==> src/rtl/core/circular_list_position_engine_unit_defines.svh <==
// Assertion macros shared by the list engine RTL.
// Included by circular_list_position_engine_unit.sv; depends on nothing else.
`ifndef CIRCULAR_LIST_POSITION_ENGINE_UNIT_DEFINES_SVH
`define CIRCULAR_LIST_POSITION_ENGINE_UNIT_DEFINES_SVH

// The condition must hold at every clock edge outside reset.
`define CLPE_ASSERT_ALWAYS(label, clk, rst_n, cond, msg) \
    label: assert property (@(posedge clk) disable iff (!rst_n) (cond)) else $error(msg);

// When the antecedent holds, the consequent must hold in the same cycle.
`define CLPE_ASSERT_IMPLY(label, clk, rst_n, ante, cons, msg) \
    label: assert property (@(posedge clk) disable iff (!rst_n) (ante) |-> (cons)) \
        else $error(msg);

`endif

==> src/rtl/core/clpe_pkg.sv <==
// Types and constants of the circular list position engine.
// No dependencies; imported by circular_list_position_engine_unit.
`timescale 1ns / 1ps
`default_nettype none

package clpe_pkg;

    // Field widths of the stream items.
    localparam int OPCODE_W    = 2;
    localparam int POS_W       = 6;
    localparam int VALUE_W     = 32;
    localparam int STATUS_W    = 3;
    localparam int IN_TDATA_W  = 40;
    localparam int OUT_TDATA_W = 48;

    typedef enum logic [OPCODE_W-1:0] {
        OP_INSERT   = 2'd0,
        OP_DELETE   = 2'd1,
        OP_TRAVERSE = 2'd2,
        OP_SEARCH   = 2'd3
    } t_op;

    typedef enum logic [STATUS_W-1:0] {
        ST_OK        = 3'd0,
        ST_BAD_POS   = 3'd1,
        ST_EMPTY     = 3'd2,
        ST_FULL      = 3'd3,
        ST_NOT_FOUND = 3'd4
    } t_status;

    typedef enum logic [2:0] {
        S_IDLE,
        S_ERR,
        S_WALK,
        S_INS_W1,
        S_INS_W2
    } t_state;

endpackage

`default_nettype wire

==> src/rtl/core/circular_list_position_engine_unit.sv <==
// Circular list position engine: sequencer, slot pool memories and result register.
// Depends on clpe_pkg and circular_list_position_engine_unit_defines.svh.
//
// This block keeps an ordered circular singly linked list of DATA_WIDTH-bit values in a
// pool of CAPACITY slots and takes one command transaction at a time: insert at a 1-based
// position, delete at a position, traverse, or search for a value. Every command gives
// at least one result transaction, and the final one carries tlast. The list is walked
// through the link memory at one read per cycle while the result side does not stall. An
// insert finds the lowest free slot by a scan of one slot per cycle that runs beside the
// walk. A stalled result side holds the command until it can take the result.
`timescale 1ns / 1ps
`default_nettype none
`include "circular_list_position_engine_unit_defines.svh"

module circular_list_position_engine_unit #(
    parameter int CAPACITY   = 32,
    parameter int DATA_WIDTH = 32
) (
    input  wire logic                             i_clk,
    input  wire logic                             i_rst_n,
    // Command side.
    input  wire logic                             i_s_tvalid,
    output logic                                  o_s_tready,
    // Fields from bit 0 up: position[5:0], value[37:6], zero fill [39:38].
    input  wire logic [clpe_pkg::IN_TDATA_W-1:0]  i_s_tdata,
    // Fields from bit 0 up: opcode[1:0].
    input  wire logic [clpe_pkg::OPCODE_W-1:0]    i_s_tuser,
    // Result side.
    output logic                                  o_m_tvalid,
    input  wire logic                             i_m_tready,
    // Fields from bit 0 up: status[2:0], value_out[34:3], position_out[40:35],
    // zero fill [47:41].
    output logic [clpe_pkg::OUT_TDATA_W-1:0]      o_m_tdata,
    output logic                                  o_m_tlast
);

    import clpe_pkg::*;

    localparam int SW   = (CAPACITY > 1) ? $clog2(CAPACITY) : 1;
    localparam int CW   = $clog2(CAPACITY + 1);
    localparam int CMPW = ((CW > POS_W) ? CW : POS_W) + 1;
    localparam int FILL = OUT_TDATA_W - POS_W - VALUE_W - STATUS_W;

    // Slot pool memories.
    logic [DATA_WIDTH-1:0] mem_value [CAPACITY];
    logic [SW-1:0]         mem_link  [CAPACITY];

    // Control state.
    t_state                r_state, n_state;
    logic [CW-1:0]         r_cnt, n_cnt;
    logic [SW-1:0]         r_head, n_head;
    logic [SW-1:0]         r_tail, n_tail;
    logic [CAPACITY-1:0]   r_used, n_used;
    logic                  r_fs_busy, n_fs_busy;
    logic                  r_ovalid, n_ovalid;

    // Payload state.
    t_op                   r_op, n_op;
    logic [POS_W-1:0]      r_pos, n_pos;
    logic [DATA_WIDTH-1:0] r_val, n_val;
    t_status               r_st, n_st;
    logic [SW-1:0]         r_cur, n_cur;
    logic [SW-1:0]         r_prv, n_prv;
    logic [CW-1:0]         r_idx, n_idx;
    logic [SW-1:0]         r_fs, n_fs;
    t_status               r_ostatus, n_ostatus;
    logic [VALUE_W-1:0]    r_ovalue, n_ovalue;
    logic [POS_W-1:0]      r_opos, n_opos;
    logic                  r_olast, n_olast;

    // Registered memory read data.
    logic [DATA_WIDTH-1:0] r_rd_value;
    logic [SW-1:0]         r_rd_link;

    // Memory port controls.
    logic                  rd_en;
    logic [SW-1:0]         rd_addr;
    logic                  vwr_en;
    logic [SW-1:0]         vwr_addr;
    logic [DATA_WIDTH-1:0] vwr_data;
    logic                  lwr_en;
    logic [SW-1:0]         lwr_addr;
    logic [SW-1:0]         lwr_data;

    // Decoded input fields and helpers.
    t_op                   in_op;
    logic [POS_W-1:0]      in_pos;
    logic [63:0]           in_val64;
    logic [CMPW-1:0]       in_pos_w;
    logic [CMPW-1:0]       pos_w;
    logic [CMPW-1:0]       cnt_w;
    logic [CMPW-1:0]       idx_w;
    logic                  in_acc;
    logic                  out_free;

    // Sign-extend a stored value and cut it to the result width.
    function automatic logic [VALUE_W-1:0] f_report(input logic [DATA_WIDTH-1:0] x);
        logic [63:0] w;
        w = 64'(signed'(x));
        return w[VALUE_W-1:0];
    endfunction

    assign in_op    = t_op'(i_s_tuser);
    assign in_pos   = i_s_tdata[POS_W-1:0];
    assign in_val64 = 64'(signed'(i_s_tdata[POS_W+VALUE_W-1:POS_W]));
    assign in_pos_w = CMPW'(in_pos);
    assign pos_w    = CMPW'(r_pos);
    assign cnt_w    = CMPW'(r_cnt);
    assign idx_w    = CMPW'(r_idx);

    assign o_s_tready = (r_state == S_IDLE);
    assign in_acc     = i_s_tvalid && o_s_tready;
    assign out_free   = !r_ovalid || i_m_tready;

    assign o_m_tvalid = r_ovalid;
    assign o_m_tlast  = r_olast;
    assign o_m_tdata  = {FILL'(0), r_opos, r_ovalue, r_ostatus};

    // Sequencer: next state, list bookkeeping, memory ports and result loads.
    always_comb begin
        n_state   = r_state;
        n_cnt     = r_cnt;
        n_head    = r_head;
        n_tail    = r_tail;
        n_used    = r_used;
        n_fs_busy = r_fs_busy;
        n_ovalid  = r_ovalid && !i_m_tready;
        n_op      = r_op;
        n_pos     = r_pos;
        n_val     = r_val;
        n_st      = r_st;
        n_cur     = r_cur;
        n_prv     = r_prv;
        n_idx     = r_idx;
        n_fs      = r_fs;
        n_ostatus = r_ostatus;
        n_ovalue  = r_ovalue;
        n_opos    = r_opos;
        n_olast   = r_olast;
        rd_en     = 1'b0;
        rd_addr   = r_rd_link;
        vwr_en    = 1'b0;
        vwr_addr  = r_fs;
        vwr_data  = r_val;
        lwr_en    = 1'b0;
        lwr_addr  = r_fs;
        lwr_data  = r_fs;

        // The free-slot scan steps one slot per cycle until it meets an unused one.
        if (r_fs_busy) begin
            if (!r_used[r_fs]) begin
                n_fs_busy = 1'b0;
            end else begin
                n_fs = r_fs + SW'(1);
            end
        end

        case (r_state)
            S_IDLE: begin
                if (in_acc) begin
                    n_op  = in_op;
                    n_pos = in_pos;
                    n_val = in_val64[DATA_WIDTH-1:0];
                    n_cur = r_head;
                    n_prv = r_head;
                    n_idx = CW'(1);
                    if (in_op == OP_INSERT) begin
                        if (in_pos_w == '0 || in_pos_w > cnt_w + CMPW'(1)) begin
                            n_st    = ST_BAD_POS;
                            n_state = S_ERR;
                        end else if (cnt_w == CMPW'(CAPACITY)) begin
                            n_st    = ST_FULL;
                            n_state = S_ERR;
                        end else begin
                            n_fs      = '0;
                            n_fs_busy = 1'b1;
                            if (r_cnt != '0 && in_pos_w >= CMPW'(2)) begin
                                rd_en   = 1'b1;
                                rd_addr = r_head;
                                n_state = S_WALK;
                            end else begin
                                n_state = S_INS_W1;
                            end
                        end
                    end else if (r_cnt == '0) begin
                        n_st    = ST_EMPTY;
                        n_state = S_ERR;
                    end else if (in_op == OP_DELETE &&
                                 (in_pos_w == '0 || in_pos_w > cnt_w)) begin
                        n_st    = ST_BAD_POS;
                        n_state = S_ERR;
                    end else begin
                        rd_en   = 1'b1;
                        rd_addr = r_head;
                        n_state = S_WALK;
                    end
                end
            end

            // A rejected command gives one error result.
            S_ERR: begin
                if (out_free) begin
                    n_ovalid  = 1'b1;
                    n_ostatus = r_st;
                    n_ovalue  = '0;
                    n_opos    = '0;
                    n_olast   = 1'b1;
                    n_state   = S_IDLE;
                end
            end

            // Read data holds slot r_cur at list position r_idx.
            S_WALK: begin
                case (r_op)
                    OP_INSERT: begin
                        if (idx_w + CMPW'(1) == pos_w) begin
                            n_state = S_INS_W1;
                        end else begin
                            rd_en = 1'b1;
                        end
                    end
                    OP_DELETE: begin
                        if (idx_w == pos_w) begin
                            if (out_free) begin
                                if (r_pos == POS_W'(1)) begin
                                    if (r_cnt == CW'(1)) begin
                                        n_head = '0;
                                        n_tail = '0;
                                    end else begin
                                        n_head   = r_rd_link;
                                        lwr_en   = 1'b1;
                                        lwr_addr = r_tail;
                                        lwr_data = r_rd_link;
                                    end
                                end else begin
                                    lwr_en   = 1'b1;
                                    lwr_addr = r_prv;
                                    lwr_data = r_rd_link;
                                    if (r_cur == r_tail) begin
                                        n_tail = r_prv;
                                    end
                                end
                                n_used[r_cur] = 1'b0;
                                n_cnt         = r_cnt - CW'(1);
                                n_ovalid      = 1'b1;
                                n_ostatus     = ST_OK;
                                n_ovalue      = f_report(r_rd_value);
                                n_opos        = r_pos;
                                n_olast       = 1'b1;
                                n_state       = S_IDLE;
                            end
                        end else begin
                            rd_en = 1'b1;
                        end
                    end
                    OP_TRAVERSE: begin
                        if (out_free) begin
                            n_ovalid  = 1'b1;
                            n_ostatus = ST_OK;
                            n_ovalue  = f_report(r_rd_value);
                            n_opos    = POS_W'(r_idx);
                            n_olast   = (r_idx == r_cnt);
                            if (r_idx == r_cnt) begin
                                n_state = S_IDLE;
                            end else begin
                                rd_en = 1'b1;
                            end
                        end
                    end
                    default: begin
                        if (r_rd_value == r_val) begin
                            if (out_free) begin
                                n_ovalid  = 1'b1;
                                n_ostatus = ST_OK;
                                n_ovalue  = f_report(r_rd_value);
                                n_opos    = POS_W'(r_idx);
                                n_olast   = 1'b1;
                                n_state   = S_IDLE;
                            end
                        end else if (r_idx == r_cnt) begin
                            if (out_free) begin
                                n_ovalid  = 1'b1;
                                n_ostatus = ST_NOT_FOUND;
                                n_ovalue  = '0;
                                n_opos    = '0;
                                n_olast   = 1'b1;
                                n_state   = S_IDLE;
                            end
                        end else begin
                            rd_en = 1'b1;
                        end
                    end
                endcase
                // Follow the link just read to the next slot.
                if (rd_en) begin
                    rd_addr = r_rd_link;
                    n_prv   = r_cur;
                    n_cur   = r_rd_link;
                    n_idx   = r_idx + CW'(1);
                end
            end

            // Fill the new slot once the scan has found it.
            S_INS_W1: begin
                if (!r_fs_busy) begin
                    vwr_en   = 1'b1;
                    vwr_addr = r_fs;
                    vwr_data = r_val;
                    lwr_en   = 1'b1;
                    lwr_addr = r_fs;
                    if (r_cnt == '0) begin
                        lwr_data = r_fs;
                    end else if (r_pos == POS_W'(1)) begin
                        lwr_data = r_head;
                    end else begin
                        lwr_data = r_rd_link;
                    end
                    n_state = S_INS_W2;
                end
            end

            // Point the predecessor at the new slot and report.
            S_INS_W2: begin
                if (out_free) begin
                    lwr_en   = 1'b1;
                    lwr_data = r_fs;
                    if (r_cnt == '0) begin
                        lwr_addr = r_fs;
                        n_head   = r_fs;
                        n_tail   = r_fs;
                    end else if (r_pos == POS_W'(1)) begin
                        lwr_addr = r_tail;
                        n_head   = r_fs;
                    end else begin
                        lwr_addr = r_cur;
                        if (r_cur == r_tail) begin
                            n_tail = r_fs;
                        end
                    end
                    n_used[r_fs] = 1'b1;
                    n_cnt        = r_cnt + CW'(1);
                    n_ovalid     = 1'b1;
                    n_ostatus    = ST_OK;
                    n_ovalue     = f_report(r_val);
                    n_opos       = r_pos;
                    n_olast      = 1'b1;
                    n_state      = S_IDLE;
                end
            end

            default: begin
                n_state = S_IDLE;
            end
        endcase
    end

    // Control registers.
    always_ff @(posedge i_clk) begin
        if (!i_rst_n) begin
            r_state   <= S_IDLE;
            r_cnt     <= '0;
            r_head    <= '0;
            r_tail    <= '0;
            r_used    <= '0;
            r_fs_busy <= 1'b0;
            r_ovalid  <= 1'b0;
        end else begin
            r_state   <= n_state;
            r_cnt     <= n_cnt;
            r_head    <= n_head;
            r_tail    <= n_tail;
            r_used    <= n_used;
            r_fs_busy <= n_fs_busy;
            r_ovalid  <= n_ovalid;
        end
    end

    // Payload registers.
    always_ff @(posedge i_clk) begin
        r_op      <= n_op;
        r_pos     <= n_pos;
        r_val     <= n_val;
        r_st      <= n_st;
        r_cur     <= n_cur;
        r_prv     <= n_prv;
        r_idx     <= n_idx;
        r_fs      <= n_fs;
        r_ostatus <= n_ostatus;
        r_ovalue  <= n_ovalue;
        r_opos    <= n_opos;
        r_olast   <= n_olast;
    end

    // Slot pool: one write per memory and one shared read address per cycle.
    always_ff @(posedge i_clk) begin
        if (vwr_en) begin
            mem_value[vwr_addr] <= vwr_data;
        end
        if (lwr_en) begin
            mem_link[lwr_addr] <= lwr_data;
        end
        if (rd_en) begin
            r_rd_value <= mem_value[rd_addr];
            r_rd_link  <= mem_link[rd_addr];
        end
    end

    // Consistency checks on the list bookkeeping.
    `CLPE_ASSERT_ALWAYS(a_cnt_bound, i_clk, i_rst_n, CMPW'(r_cnt) <= CMPW'(CAPACITY),
        "element count exceeds the pool size")
    `CLPE_ASSERT_ALWAYS(a_used_matches_cnt, i_clk, i_rst_n, $countones(r_used) == int'(r_cnt),
        "used slot flags disagree with the element count")
    `CLPE_ASSERT_IMPLY(a_empty_ends, i_clk, i_rst_n, r_cnt == '0,
        r_head == '0 && r_tail == '0, "empty list does not have head and tail at slot zero")
    `CLPE_ASSERT_IMPLY(a_free_slot, i_clk, i_rst_n, r_state == S_INS_W1 && !r_fs_busy,
        !r_used[r_fs], "insert is about to overwrite a used slot")

endmodule

`default_nettype wire
==> config.mk <==
export PLATFORM = sky130hd
export DESIGN_NAME = circular_list_position_engine_unit
export DESIGN_NICKNAME = d
export VERILOG_FILES = /design/src/rtl/core/clpe_pkg.sv /design/src/rtl/core/circular_list_position_engine_unit.sv
export VERILOG_INCLUDE_DIRS = /design/src /design/src/rtl/core
export SDC_FILE = /design/constraint.sdc
export NUM_CORES = 2
export LEC_CHECK = 0
export ABC_CLOCK_PERIOD_IN_PS = 5400
export BUFFER_PORTS_ARGS = -buffer_cell sky130_fd_sc_hd__buf_2
export CAP_MARGIN = 20
export CORE_AREA = 2 2 448 450
export CTS_CLUSTER_SIZE = 20
export DETAILED_ROUTE_END_ITERATION = 12
export DIE_AREA = 0 0 450 452
export PLACE_DENSITY_LB_ADDON = 0.25
export SYNTH_ARGS = -nofsm -noshare
export SYNTH_HDL_FRONTEND = slang
export SYNTH_SLANG_ARGS = --single-unit
==> constraint.sdc <==
create_clock -name i_clk -period 5.4 [get_ports i_clk]
set_input_delay 0.54 -clock i_clk [delete_from_list [all_inputs] [get_ports i_clk]]
set_output_delay 0.54 -clock i_clk [all_outputs]
set_load 0.03 [all_outputs]
# Yosys cells after proc, flatten, opt, wreduce, memory -nomap -nowiden

Memory sizes are Yosys's and may differ from the RTL's. A register that Yosys moved wholly into a read port is not among the register bits.
Cells that the tools add are included.

Eq/ne operators: 38
Order comparisons: 7
Muxes and demuxes: 171
Bitwise gates (word level): 3
Reductions and logical operators: 34
Add/sub/neg operators: 6

Operator list:

| kind                                                                    | count |
|---|---|
| 32-bit 2-to-1 mux                                                       | 10 |
| 5-bit 2-to-1 mux                                                        | 52 |
| 32-bit case mux with 3 select lines                                     | 2 |
| 6-bit 2-to-1 mux                                                        | 12 |
| 32-bit case mux with 2 select lines                                     | 1 |
| 3-bit 2-to-1 mux                                                        | 21 |
| 5-bit case mux with 2 select lines                                      | 6 |
| 1-bit 2-to-1 mux                                                        | 45 |
| 6-bit case mux with 3 select lines                                      | 2 |
| 32-bit bitwise AND                                                      | 1 |
| 32-bit == test                                                          | 1 |
| 32-bit NOT                                                              | 1 |
| 32-bit OR                                                               | 1 |
| 3-bit inequality test, second input constant                            | 9 |
| 3-bit case mux with 3 select lines                                      | 3 |
| 6-bit case mux with 2 select lines                                      | 2 |
| 5-bit by 3-bit inequality test with 1-bit output, second input constant | 3 |
| 5-bit AND reduction                                                     | 3 |
| 6-bit by 1-bit adder with 7-bit output, second input constant           | 2 |
| 2-bit inequality test, second input constant                            | 7 |
| 7-bit AND reduction                                                     | 2 |
| 6-bit by 1-bit adder with 6-bit output, second input constant           | 2 |
| 6-bit by 1-bit == test with 1-bit output, second input constant         | 2 |
| 6-bit == test                                                           | 2 |
| other kinds (39)                                                        | 67 |

RAM bits: 1184
Register bits: 159
Memories: 2
Output and inout bits: 51
Input bits: 46
Word-level logic and storage cells: 280

Memory list:

| name      | words | bits a word | rd ports | clocked after Yosys merged registers in | write ports | RTL line                                 | RTL |
|---|---|---|---|---|---|---|---|
| mem_value | 32    | 32          | 1        | 1                                       | 1           | circular_list_position_engine_unit.sv:45 | `logic [DATA_WIDTH-1:0] mem_value [CAPACITY];` |
| mem_link  | 32    | 5           | 1        | 1                                       | 1           | circular_list_position_engine_unit.sv:46 | `logic [SW-1:0] mem_link [CAPACITY];` |

# Depth between registers and ports, before layout

Word-level depth: 10
Gate-level depth with buffers: 20
Mapped depth without buffers: 14

# Worst setup path before layout

OpenSTA, ideal clock, no wires.

Path type: register to register
Start point: reg r_cnt[1]
End point: reg r_rd_link[0], read port of mem_link (enable)
Path slack: 1.300 ns
Cell stages (with the launch flop): 13
Setup time: 0.510 ns
Clock period less this slack: 4.100 ns
Arrival time: 3.589 ns
Cell sequence: dfxtp_1 > ha_1 > nand3_1 > xnor2_1 > ha_1 > and3_1 > a41o_1 > a21oi_1 > a21boi_4 > nor2_4 > clkbuf_1 > clkbuf_1 > nand2_1

Word-level cells in the longest chain between the ends: 8

Ends and longest elaborated chain:

| item                                                                           | RTL line                                  | RTL |
|---|---|---|
| from (decl)                                                                    | circular_list_position_engine_unit.sv:50  | `logic [CW-1:0] r_cnt, n_cnt;` |
| from (signal assigned)                                                         | circular_list_position_engine_unit.sv:369 | `r_cnt <= n_cnt;` |
| branches (longest 7 deep; another with 6-bit by 1-bit adder with 7-bit output) | -                                         |  |
| 1-bit case mux with 2 select lines *                                           | circular_list_position_engine_unit.sv:158 | `case (r_state)` |
| via rd_en                                                                      | circular_list_position_engine_unit.sv:76  | `logic rd_en;` |
| to (decl)                                                                      | circular_list_position_engine_unit.sv:73  | `logic [SW-1:0] r_rd_link;` |

Mark *: on every way through the listed nets, which the timed path passes. The select of a mux whose other input is x is not followed.
A chain may end at the register's enable or synchronous reset.

# Final worst setup path

Start point: reg r_cnt[1]
End point: reg r_rd_link[0], read port of mem_link (data pin)

Word-level cells in the longest chain between the ends: 8

Ends and longest elaborated chain:

| item |
|---|
| branches (longest 8 deep; another with 6-bit by 1-bit adder with 7-bit output) |

Several ways; the timed one is not identified. The select of a mux whose other input is x is not followed.

==> reports/summary.txt <==
final period demand of the worst path -> 5.02 ns
leading cell type in the layout, fill and taps excluded -> sky130_fd_sc_hd__edfxtp_1
fin area -> 0.0695 sq mm
fraction of power consumed by the clock network -> 0.311
list of cells traversed by the critical path -> ha_1, nand3_1, xnor2_1, ha_1, and3_1, a41o_1, a21oi_2, a21bo_2, nand3_4, buf_12, nand2_8, buf_4, buf_4, a211o_1, nand4_1, nor4_1
internal power of the cells -> 21.9 mW
met3 Use GR -> 0.0288
met1 capacity usage during global routing -> 0.279
first-pass GRT wire length -> 286,000 microns
peak-usage layer in the global routing report -> met2
count of maximum capacitance violations -> 0
CTS root buffer -> sky130_fd_sc_hd__clkbuf_16
post-layout instance count excluding filler cells -> 7,337
placed wire-length estimate -> 119,000 microns
Cells after Synth -> 4,431
floorplan core area -> 0.199 sq mm
total count of max-transition violations in the final report -> 0
area share of the largest cell type after synthesis -> 0.670
Hold Path Class -> in -> reg
residual DRC count -> 0
top library cells by usage in the layout, fill and taps aside -> sky130_fd_sc_hd__edfxtp_1 (1,321), sky130_fd_sc_hd__nand2_1 (451), sky130_fd_sc_hd__o21ai_0 (231)
Synth Area per Inst -> 13.4 sq um
FF+latch count, synth -> 1,379
number of buffers on the longest clock path -> 3
count of final hold-check violations -> 0
Global Route met2 Usage -> 0.296
worst-case clock skew -> 0.0769 ns
Die Wd -> 450 microns
All-Layer GR Usage -> 0.191
Detailed Route WL -> 200,000 microns
EDFF count, synth -> 1,321
clock buffer count from CTS -> 156
power density over cell area -> 488 mW/mm^2
H-tree levels -> 4
Least-Margin Pin Slew -> 1.11 ns
drt pass-1 iters -> 9
cell taking the most area after synthesis -> sky130_fd_sc_hd__edfxtp_1
P_leak -> 23.0 nW
Ys Warns -> 0
Final nets -> 4,623
RSZ-0062 raised after global routing -> no
Setup TNS -> 0 ns
switching portion of total power -> 0.355
via count of the routed design -> 40,800
overall power after layout -> 33.9 mW
start point of the critical path -> r_cnt[1]$_SDFFE_PN0P_
IO Count -> 97
slowest library cell on the worst path -> sky130_fd_sc_hd__dfxtp_1
Die Footprint -> 0.203 sq mm
final setup vio count -> 0
Final GP Congestion -> 0.807
initial antenna violation count -> 6
fin crit share -> 0.930
DRC violation total after the first TritonRoute iteration -> 5,231
CTS tree -> done
Peak VDD IR -> 0.283 mV
cell area after technology mapping -> 0.0592 sq mm
number of I/O port buffers -> 87
net switching power -> 12.0 mW
Cell variety after synth -> 84
Crit Path Category -> reg -> reg
flip-flop cell with the highest count after synthesis -> sky130_fd_sc_hd__edfxtp_1
largest fanout on the critical path -> 22
final routed wire length divided by cell count -> 27.3 microns
Max stage delay on crit path -> 0.50 ns
run status -> finished, final reports clean
placed insts -> 7,010
start point of the worst min-delay path -> i_s_tvalid
cell class contributing the biggest share of worst-path delay -> simple AND/OR/NAND/NOR gates
largest net degree at the start of global routing -> 134
required time at the worst-slack endpoint -> 5.98 ns
total overflow reported by the global router -> 0
layout-stage area growth over the synthesis result -> 17.4%
origin of the critical flop-to-flop path -> r_cnt[1]$_SDFFE_PN0P_
die height -> 452 microns
Critical Path AT -> 5.61 ns
most area-consuming cells after synthesis -> sky130_fd_sc_hd__edfxtp_1 (67%), sky130_fd_sc_hd__nand2_1 (2.9%), sky130_fd_sc_hd__a32oi_1 (2.0%)
clock latency reported for the late side of the worst-skew pair -> 0.83 ns
cell area after placement -> 0.0640 sq mm
crit start category -> flip-flop
clock tree sinks -> 1,379
Max Fclk -> 199 MHz
post-route core utilization -> 0.350
starting density of the core -> 0.298
Slew Limit Headroom -> 0.262
Filler cells -> 19,200
final antenna-violating net count -> 0
Synth async-reset ratio -> 0
buffers inserted during post-CTS setup optimization -> 0
internal reg-to-reg setup slack -> 0.38 ns
Seq/Total Area, Yosys -> 0.690
row count -> 164
fraction of final layout cells with drive strength greater than 1 -> 0.135
vias in the first global route -> 38,900
routed via count divided by cell count -> 5.57
combinational fraction of design power -> 0.281
portion of total power attributed to sequential cells -> 0.408
critical path capture point type -> flip-flop
Critical path buffers and inverters -> 3
clock transition at the registers of the reported paths -> 0.06 ns
synthesized netlist by cell type (all sizes together), types with 5 or more instances:
| master | n |
|---|---|
| nor2 | 180 |
| o22ai | 16 |
| a22o | 6 |
| a32oi | 137 |
| a22oi | 16 |
| a31oi | 8 |
| o32a | 60 |
| inv | 125 |
| nor4b | 66 |
| o211a | 11 |
| a211oi | 141 |
| o21ai | 235 |
| o32ai | 35 |
| nand4 | 48 |
| clkbuf | 289 |
| or4 | 38 |
| xnor2 | 22 |
| a311oi | 65 |
| edfxtp | 1321 |
| xor2 | 49 |
| buf | 106 |
| nor2b | 12 |
| nand2b | 16 |
| mux4 | 8 |
| a21boi | 74 |
| nand2 | 455 |
| ha | 24 |
| nor3 | 22 |
| mux2i | 9 |
| a21oi | 139 |
| a222oi | 37 |
| a211o | 5 |
| nand3 | 155 |
| and3 | 186 |
| a221oi | 70 |
| and2 | 11 |
| a32o | 70 |
| dfxtp | 58 |
| or3 | 5 |
| nor4 | 55 |
what timing repair did:
action,4_1_cts,5_1_grt
endpoints found under the hold margin,40,0
resized for setup,0,1
endpoints found under the setup margin,0,23
hold buffers,40,0
layer usage:
metal / share of wire / wire length, microns / vias to the layer above
met1: 0.45 / 90600 / 21000
met5: 0 / 0 / -
met2: 0.45 / 90500 / 1746
li1: - / - / 17800
met3: 0.072 / 14500 / 260
met4: 0.023 / 4670 / 0
worst reg2reg max path: cells and delay by family (launching register included):
| kind | cells | cell delay (ns) |
|---|---|---|
| AO/OA/AOI/OAI | 4 | 1.05 |
| XOR/XNOR | 1 | 0.24 |
| adder cells (fa/ha/maj) | 2 | 0.58 |
| buffers and inverters | 3 | 0.96 |
| flip-flops | 1 | 0.50 |
| AND/OR/NAND/NOR | 6 | 1.46 |
per-stage QoR:
stage | setup WS [ns] | hold slack (ns)
after global routing | 0.0457 | 0.129
after floorplan | 1.30 | 0.496
final | 0.379 | 0.146
after global placement | 0.200 | 0.517
after detailed placement | 0.209 | 0.528
after CTS | 0.166 | 0.0823
path summary, 6_finish.rpt:
path | to | depth (start not counted)
worst max-delay path | r_rd_link[0]$_DFFE_PP_ | 16
worst min-delay path | r_state[1]$_SDFFE_PN0P_ | 4
worst max register to register | r_rd_link[0]$_DFFE_PP_ | 16
worst min register to register | r_used[26]$_SDFFE_PN0P_ | 2
cell families after synthesis:
logic type / after synthesis / share of synthesized area
flops: 1379 / 0.690
simple gates: 1259 / 0.107
compound gates: 1156 / 0.146
buf+inv: 521 / 0.0362
xor+xnor: 71 / 0.0105
fa+ha+maj: 24 / 0.00507
mux: 20 / 0.00520
other cells: 1 / 0.0000633
power by group through the flow:
| stage | logic (mW) | registers (mW) | clock network, mW |
|---|---|---|---|
| final | 9.54 | 13.9 | 10.5 |
| after global routing | 10.2 | 13.9 | 11.1 |
| after CTS | 9.50 | 13.8 | 10.7 |
| after detailed placement | 9.44 | 14.1 | 0 |
| after global placement | 9.36 | 14.1 | 0 |
| after floorplan | 5.08 | 14.1 | 0 |
sequential cells by signal, summed over array words and instances (netlist names), 2 cells and up:
signal,cells
r_rd_link,5
r_st,2
r_cnt,6
r_opos,6
mem_link,160
r_ovalue,32
r_used,32
r_tail,5
r_state,3
r_fs,5
r_head,5
r_rd_value,32
r_op,2
r_ostatus,3
r_cur,5
r_idx,6
r_prv,5
r_val,32
r_pos,6
mem_value,1024
area by class of cell:
type                       count  area (sq um)  share of cell area
inverter                     126           474             0.00682
multi-input combinational   2537         16700               0.241
antenna                        1          2.50           0.0000360
sequential                  1379         40800               0.588
tap                         2656          3320              0.0478
clock inverter                96          1060              0.0152
clock buffer                 189          4030              0.0580
timing repair buffer         353          3030              0.0436
Power figures use the tool's default switching activity.
